**src/sv/utf8d_pkg.sv**
```systemverilog
// shared types and constants for the utf8 stream decoder
package utf8d_pkg;

  localparam int ByteW     = 8;
  localparam int CpW       = 21;
  localparam int OutDataW  = 24;
  localparam int CountW    = 3;
  localparam int MaxResults = 4;

  localparam logic [CpW-1:0] Replacement = 21'h00FFFD;

  // decoder state carried between bytes
  typedef struct packed {
    logic [1:0]     rem;
    logic [1:0]     taken;
    logic [CpW-1:0] partial;
  } dec_state_t;

  // results caused by one byte: count-1 replacements, then last_cp
  typedef struct packed {
    logic [CountW-1:0] count;
    logic [CpW-1:0]    last_cp;
  } run_t;

endpackage

```
**src/sv/utf8d_decode.sv**
```systemverilog
// per-byte decode logic: next state and the run of results for one byte
module utf8d_decode (
  input  logic [utf8d_pkg::ByteW-1:0] in_byte,
  input  utf8d_pkg::dec_state_t       state,
  output utf8d_pkg::dec_state_t       state_next,
  output utf8d_pkg::run_t             run
);

  logic                        pending;
  logic                        is_cont;
  logic [utf8d_pkg::CpW-1:0]   shifted;
  logic [utf8d_pkg::CountW-1:0] brk_count;
  logic [utf8d_pkg::CountW-1:0] fresh_count;
  logic [utf8d_pkg::CpW-1:0]   fresh_cp;
  utf8d_pkg::dec_state_t       fresh_state;

  assign pending = (state.rem != 2'd0);
  assign is_cont = (in_byte[7:6] == 2'b10);
  assign shifted = {state.partial[utf8d_pkg::CpW-7:0], in_byte[5:0]};

  // replacements for a sequence cut short: lead plus continuations taken
  always_comb begin
    if (!pending) begin
      brk_count = '0;
    end else if (state.taken >= 2'd2) begin
      brk_count = 3'd3;
    end else begin
      brk_count = 3'd1 + {1'b0, state.taken};
    end
  end

  // byte handled with no sequence pending
  always_comb begin
    fresh_state = '0;
    fresh_count = 3'd1;
    fresh_cp    = utf8d_pkg::Replacement;
    if (in_byte[7] == 1'b0) begin
      fresh_cp = {13'd0, in_byte};
    end else if (in_byte[7:5] == 3'b110) begin
      fresh_count         = '0;
      fresh_state.rem     = 2'd1;
      fresh_state.partial = {16'd0, in_byte[4:0]};
    end else if (in_byte[7:4] == 4'b1110) begin
      fresh_count         = '0;
      fresh_state.rem     = 2'd2;
      fresh_state.partial = {17'd0, in_byte[3:0]};
    end else if (in_byte[7:3] == 5'b11110) begin
      fresh_count         = '0;
      fresh_state.rem     = 2'd3;
      fresh_state.partial = {18'd0, in_byte[2:0]};
    end
  end

  // continuation gathering or fresh handling after a possible break
  always_comb begin
    if (pending && is_cont) begin
      if (state.rem == 2'd1) begin
        state_next  = '0;
        run.count   = 3'd1;
        run.last_cp = shifted;
      end else begin
        state_next.rem     = state.rem - 2'd1;
        state_next.taken   = state.taken + 2'd1;
        state_next.partial = shifted;
        run.count          = '0;
        run.last_cp        = utf8d_pkg::Replacement;
      end
    end else begin
      state_next  = fresh_state;
      run.count   = brk_count + fresh_count;
      run.last_cp = (fresh_count != '0) ? fresh_cp : utf8d_pkg::Replacement;
    end
  end

endmodule

```
**src/sv/utf8d_emit.sv**
```systemverilog
// output register that plays out the run of results for one byte
module utf8d_emit (
  input  logic                           clk,
  input  logic                           rst,
  input  logic                           load,
  input  utf8d_pkg::run_t                run,
  output logic                           free,
  output logic                           m_tvalid,
  input  logic                           m_tready,
  output logic [utf8d_pkg::OutDataW-1:0] m_tdata,   // [20:0] code_point, [23:21] zero
  output logic                           m_tlast    // last_of_run
);

  logic [utf8d_pkg::CountW-1:0] cnt;
  logic [utf8d_pkg::CountW-1:0] cnt_next;
  logic [utf8d_pkg::CpW-1:0]    last_cp;
  logic                         take;

  assign m_tvalid = (cnt != '0);
  assign take     = m_tvalid && m_tready;
  assign free     = (cnt == '0) || ((cnt == 3'd1) && m_tready);
  assign m_tlast  = (cnt == 3'd1);
  assign m_tdata  = {{(utf8d_pkg::OutDataW - utf8d_pkg::CpW){1'b0}},
                     (cnt > 3'd1) ? utf8d_pkg::Replacement : last_cp};

  // beat countdown, reload when the previous run drains
  always_comb begin
    if (load) begin
      cnt_next = run.count;
    end else if (take) begin
      cnt_next = cnt - 3'd1;
    end else begin
      cnt_next = cnt;
    end
  end

  always_ff @(posedge clk) begin
    if (rst) begin
      cnt <= '0;
    end else begin
      cnt <= cnt_next;
    end
  end

  // final code point of the run
  always_ff @(posedge clk) begin
    if (load) begin
      last_cp <= run.last_cp;
    end
  end

endmodule

```
**src/sv/utf8_stream_decoder.sv**
```systemverilog
// top level of the byte-wise utf8 decoder
// Usage:
//   s_tvalid/s_tready/s_tdata carry one raw text byte per beat.
//   m_tvalid/m_tready/m_tdata/m_tlast carry decoded code points; m_tlast
//   marks the final result caused by one input byte.
//   A byte is registered, decoded combinationally against the sequence
//   state, and its results land in an output register that drives m_tdata.
//   Throughput is one byte per cycle while each byte gives at most one
//   result and m_tready is high. A byte that cuts a sequence short gives
//   up to four results, played out one beat a cycle from the output
//   register while m_tready is high; a following byte with a result
//   waits in the input register until the last beat is taken. Lead bytes
//   that cut no sequence and non-final continuations give no beat. Reset
//   clears the pending sequence and both registers, no beat pending. When
//   the receiver stalls, the output register holds its beat and the input
//   register takes bytes until one gives a result, then s_tready drops.
module utf8_stream_decoder (
  input  logic                           clk,
  input  logic                           rst,
  input  logic                           s_tvalid,
  output logic                           s_tready,
  input  logic [utf8d_pkg::ByteW-1:0]    s_tdata,   // [7:0] in_byte
  output logic                           m_tvalid,
  input  logic                           m_tready,
  output logic [utf8d_pkg::OutDataW-1:0] m_tdata,   // [20:0] code_point, [23:21] zero
  output logic                           m_tlast    // last_of_run
);

  logic                          in_valid;
  logic [utf8d_pkg::ByteW-1:0]   in_byte;
  utf8d_pkg::dec_state_t         state;
  utf8d_pkg::dec_state_t         state_next;
  utf8d_pkg::run_t               run;
  logic                          free;
  logic                          advance;
  logic                          load;

  // byte leaves the input register when its results fit
  assign advance  = in_valid && ((run.count == '0) || free);
  assign load     = advance && (run.count != '0);
  assign s_tready = !in_valid || advance;

  // input register
  always_ff @(posedge clk) begin
    if (rst) begin
      in_valid <= 1'b0;
    end else if (s_tready) begin
      in_valid <= s_tvalid;
    end
  end

  always_ff @(posedge clk) begin
    if (s_tready && s_tvalid) begin
      in_byte <= s_tdata;
    end
  end

  // sequence state
  always_ff @(posedge clk) begin
    if (rst) begin
      state <= '0;
    end else if (advance) begin
      state <= state_next;
    end
  end

  utf8d_decode u_decode (
    .in_byte    (in_byte),
    .state      (state),
    .state_next (state_next),
    .run        (run)
  );

  utf8d_emit u_emit (
    .clk      (clk),
    .rst      (rst),
    .load     (load),
    .run      (run),
    .free     (free),
    .m_tvalid (m_tvalid),
    .m_tready (m_tready),
    .m_tdata  (m_tdata),
    .m_tlast  (m_tlast)
  );

  // a byte never gives more results than a broken four-byte sequence
  assert property (@(posedge clk) disable iff (rst)
    in_valid |-> (run.count <= 3'(utf8d_pkg::MaxResults)))
    else $error("decoded run longer than allowed");

  // a byte that gives no result leaves a sequence pending
  assert property (@(posedge clk) disable iff (rst)
    (advance && (run.count == '0)) |=> (state.rem != 2'd0))
    else $error("absorbed byte left no pending sequence");

  // every beat before the last of a run is a replacement
  assert property (@(posedge clk) disable iff (rst)
    (m_tvalid && !m_tlast) |-> (m_tdata[utf8d_pkg::CpW-1:0] == utf8d_pkg::Replacement))
    else $error("non-final beat is not a replacement");

  // a stalled output keeps the input from running past its run
  assert property (@(posedge clk) disable iff (rst)
    (m_tvalid && !m_tready && !m_tlast) |-> !load)
    else $error("run reloaded while beats remain");

endmodule

```
**config.mk**
```make
export PLATFORM = sky130hd
export DESIGN_NAME = utf8_stream_decoder
export DESIGN_NICKNAME = d
export VERILOG_FILES = /design/src/sv/utf8d_pkg.sv /design/src/sv/utf8d_decode.sv /design/src/sv/utf8d_emit.sv /design/src/sv/utf8_stream_decoder.sv
export SDC_FILE = /design/constraint.sdc
export NUM_CORES = 1
export LEC_CHECK = 0
export ABC_CLOCK_PERIOD_IN_PS = 3300
export BUFFER_PORTS_ARGS = -buffer_cell sky130_fd_sc_hd__buf_2
export CAP_MARGIN = 20
export CORE_MARGIN = 2
export CORE_UTILIZATION = 55
export DETAILED_ROUTE_END_ITERATION = 12
export PLACE_DENSITY = 0.77
export SETUP_SLACK_MARGIN = 0.4
export SYNTH_ARGS = -nofsm -noshare
export SYNTH_HDL_FRONTEND = slang
export SYNTH_SLANG_ARGS = --single-unit
```
**constraint.sdc**
```tcl
create_clock -name clk -period 3.3 [get_ports clk]
set_input_delay 0.495 -clock clk [delete_from_list [all_inputs] [get_ports clk]]
set_output_delay 0.495 -clock clk [all_outputs]
set_load 0.03 [all_outputs]
```
==> metrics.log <==
INFO  metric htree_num_levels = 2
INFO  metric timing.setup.critical_path_class = reg -> out
INFO  metric clk-insertion-delay-late = 0.30 ns
INFO  metric numClockSinks = 52
INFO  metric top_area_cell_type_share_of_the_netlist_area = 0.338
INFO  metric design.final.nets = approximately 310
INFO  metric final-max-slew-violation-count = 0
INFO  metric worstSetupStartpointType = flip-flop
INFO  metric post_cts_hold_buffer_count = 0
INFO  metric setup_violations = 0
INFO  metric reg2reg_from = in_byte[7]$_DFFE_PP_
INFO  metric status = finished clean
INFO  metric drv_cap = 0
INFO  metric place_inst = 327
INFO  metric place_ws = approximately 0.4 ns
INFO  metric worst_ir_drop_vdd = roughly 0.40 mV
INFO  metric die_height = 72.5 µm
INFO  metric cts_clock_pin_slew_for_the_worst_setup_and_hold_paths = around 0.09 ns
INFO  metric shortest_clock_period_the_worst_path_allows_after_layout = 2.77 ns
INFO  metric number_of_antenna_violations_at_the_first_check_in_global_routing = 0
INFO  metric proportion_of_synthesized_flip_flops_having_asynchronous_set_or_reset = 0
INFO  metric post-route-worst-setup-slack = roughly 0.53 ns
INFO  metric min_path_type = in -> reg
INFO  metric post_route_drc = 0
INFO  metric utilization = 0.665
INFO  metric syn-mean-instance-area = around 10 µm²
INFO  metric synthesized_instance_count = ~250
INFO  metric cts_inserted_buffers = 5
INFO  metric filler_cell_count = ~370
INFO  metric arrival = ~2.3 ns
INFO  metric number_of_warning_messages_in_the_yosys_log = 0
INFO  metric hold-path-cell-count = 1
INFO  metric dieArea = 5250 µm²
INFO  metric top_level_ports = 39
INFO  metric timing.final.crit_share = 0.839
INFO  metric power_leakage = 0.00114 µW
INFO  metric grt_setup_unrepaired = no
INFO  metric post_route_cells_drive_above_1_share = 0.257
INFO  metric rr_endpoint = in_byte[1]$_DFFE_PP_
INFO  metric multiInputGateArea = between 1000 and 1500 µm²
INFO  metric finalHoldWorstSlack = 0.361 ns
INFO  metric synth_largest_area_cell = edfxtp_1
INFO  metric netlist_area = ~2600 µm²
INFO  metric num_vias = ~1900
INFO  metric grt_max_degree = 25
INFO  metric cts_tree = done
INFO  metric initial_utilization = 0.580
INFO  metric timing.critical_path.to_type = output pin
INFO  metric hold_path_startpoint = s_tdata[7]
INFO  metric ff2ff_setup_slack = 0.81 ns
INFO  metric wl_per_cell = 14.3 µm
INFO  metric primary_ff_master_synth = edfxtp_1
INFO  metric synth_seq_cells = between 50 and 60
INFO  metric hold_violations = 0
INFO  metric clock_path_buffers = 2
INFO  metric finClkSkew = between 0.006 and 0.007 ns
INFO  metric synth.yosys.seq_area_share = 0.517
INFO  metric max_freq = ~0.36 GHz
INFO  metric grt_use_total = 0.201
INFO  metric gp_routability_congestion = around 0.87
INFO  metric die_width = 72.5 µm
INFO  metric floorplan.rows = 24
INFO  metric drt-pass1-iter-count = 5
INFO  metric post_drt_via_cell_ratio = approximately 5.5
INFO  metric dpl_wire_length = around 3500 µm
INFO  metric drt.antenna.violating_nets = 0
INFO  metric synth_edf_count = 29
INFO  metric yosys-top-cells-area = edfxtp_1 (34%), dfxtp_1 (18%), nand2_1 (6.0%), ha_1 (5.3%), a21oi_1 (4.9%)
INFO  metric core_region_area = about 4400 µm²
INFO  metric synth.lib_cells_used.distinct = between 40 and 50
INFO  metric grt_pass1_vias = 1684
INFO  metric layout.cells.non_filler = approximately 340
INFO  metric sequential_cell_area = ~1300 µm²
INFO  metric fin_tns_setup = 0 ns
INFO  metric power_density = ~820 nW/µm²
INFO  metric port-buffer-count = 35
INFO  metric worst-r2r-cell-count = 8
INFO  metric min_delay_worst_endpoint = in_byte[7]$_DFFE_PP_
INFO  metric endpoint_required_time_on_the_critical_path = approximately 2.8 ns
INFO  metric worstMarginPinSlew = 0.754 ns
INFO  metric wire_length_of_the_first_global_routing_pass = between 8000 and 9000 µm
INFO  metric grt_overflow = 0
INFO  metric initialDrtViolationCount = ~100
INFO  metric areaGrowthSynthToFinish = 14.7%
INFO  metric detail_route.wirelength = roughly 4900 µm
INFO  metric timing.slew.headroom = 0.498
INFO  metric cts_root_buf = clkbuf_8
INFO  metric cp_max_fo = 4
INFO  metric num_antenna_cells = 0
[registers in the layout, summed over array words and instances (netlist names)]
name / cells
state: 19
in_byte: 8
u_emit.last_cp: 21
u_emit.cnt: 3
in_valid: 1
[cells in the final DEF (no fill, tap or decap), types with 10 or more instances in the layout]
master	Yosys	final
and2_1	10	10
nand2_1	41	41
a21oi_1	25	24
buf_4	5	13
nand3_1	18	18
or3_1	15	15
ha_1	11	10
dfxtp_1	23	22
buf_2	1	34
edfxtp_1	29	29
[metal layers]
metal / vias to the layer above / global-route usage / share of wire
met5: - / 0 / 0
met1: 869 / 0.275 / 0.47
met3: 6 / 0.0514 / 0.050
met4: 0 / 0.0597 / 0.0098
met2: 58 / 0.319 / 0.47
li1: 959 / - / -
[cell type report]
| type | count | area share |
|---|---|---|
| clock inverters | 3 | 0.00719 |
| inverters | 8 | 0.0102 |
| flip-flops and latches | 52 | 0.451 |
| clock buffers | 5 | 0.0233 |
| well taps | 52 | 0.0220 |
| repair buffers | 48 | 0.0944 |
| multi-input cells | 176 | 0.392 |
[cells in the mapped netlist, drive strengths merged (2+ instances only)]
cell type  number
nand3          18
nand2          41
and3            6
a211oi          3
a21o            2
ha             11
nor3b           2
o21ai           2
nand2b          7
nor2            9
nor4b           3
inv             8
clkbuf          9
buf             8
and2           10
o21a            3
or3            15
a21oi          25
dfxtp          23
edfxtp         29
a22oi           2
[critical path: stages (launching register included)]
cell and delay, ns:
edfxtp_1 0.37, nand2_1 0.11, a31o_2 0.25, ha_1 0.19, ha_1 0.22, xnor2_2 0.28, nor2_2 0.09, o221ai_2 0.27
buf_6 0.18
[per-stage QoR]
stage                     cell area (µm²)  total power [µW]
after floorplan                      2590              1790
after global placement               2760              2020
after detailed placement             2760              2050
after CTS                            2890              2420
after global routing                 2960              2590
final                                2960              2440
[worst max path at each step]
stage | start | slack, ns | endpoint
after detailed placement | state[23]$_SDFFE_PP0N_ | 0.41 | s_tready
after CTS | state[23]$_SDFFE_PP0N_ | 0.41 | s_tready
after floorplan | in_byte[6]$_DFFE_PP_ | 0.51 | in_byte[0]$_DFFE_PP_
after global routing | in_byte[7]$_DFFE_PP_ | 0.40 | s_tready
after global placement | state[23]$_SDFFE_PP0N_ | 0.53 | s_tready
final | in_byte[7]$_DFFE_PP_ | 0.53 | s_tready
[report_power, final]
| part | switching [µW] | internal (µW) | leakage, µW |
|---|---|---|---|
| logic | 831 | 402 | 0.000642 |
| registers | 53.3 | 797 | 0.000457 |
| clock network | 205 | 151 | 0.0000445 |
| total | 1090 | 1350 | 0.00114 |
[cells by family (layout without fill, tap and decap cells)]
| logic type | Yosys count | in the layout | synth area share |
|---|---|---|---|
| AND/OR/NAND/NOR | 115 | 115 | 0.243 |
| XOR/XNOR | 2 | 2 | 0.00680 |
| buffers and inverters | 25 | 64 | 0.0500 |
| adder cells (fa/ha/maj) | 11 | 11 | 0.0534 |
| AO/OA/AOI/OAI | 45 | 45 | 0.129 |
| flip-flops | 52 | 52 | 0.517 |
| other | 1 | 3 | 0.00145 |
[repair_timing]
item                                    CTS  global route
gates cloned                              0             0
pin swaps                                 0             3
gates resized for setup                   3             7
endpoints found under the setup margin    1             1
buffers inserted                          2             7
Power figures use the tool's default switching activity.
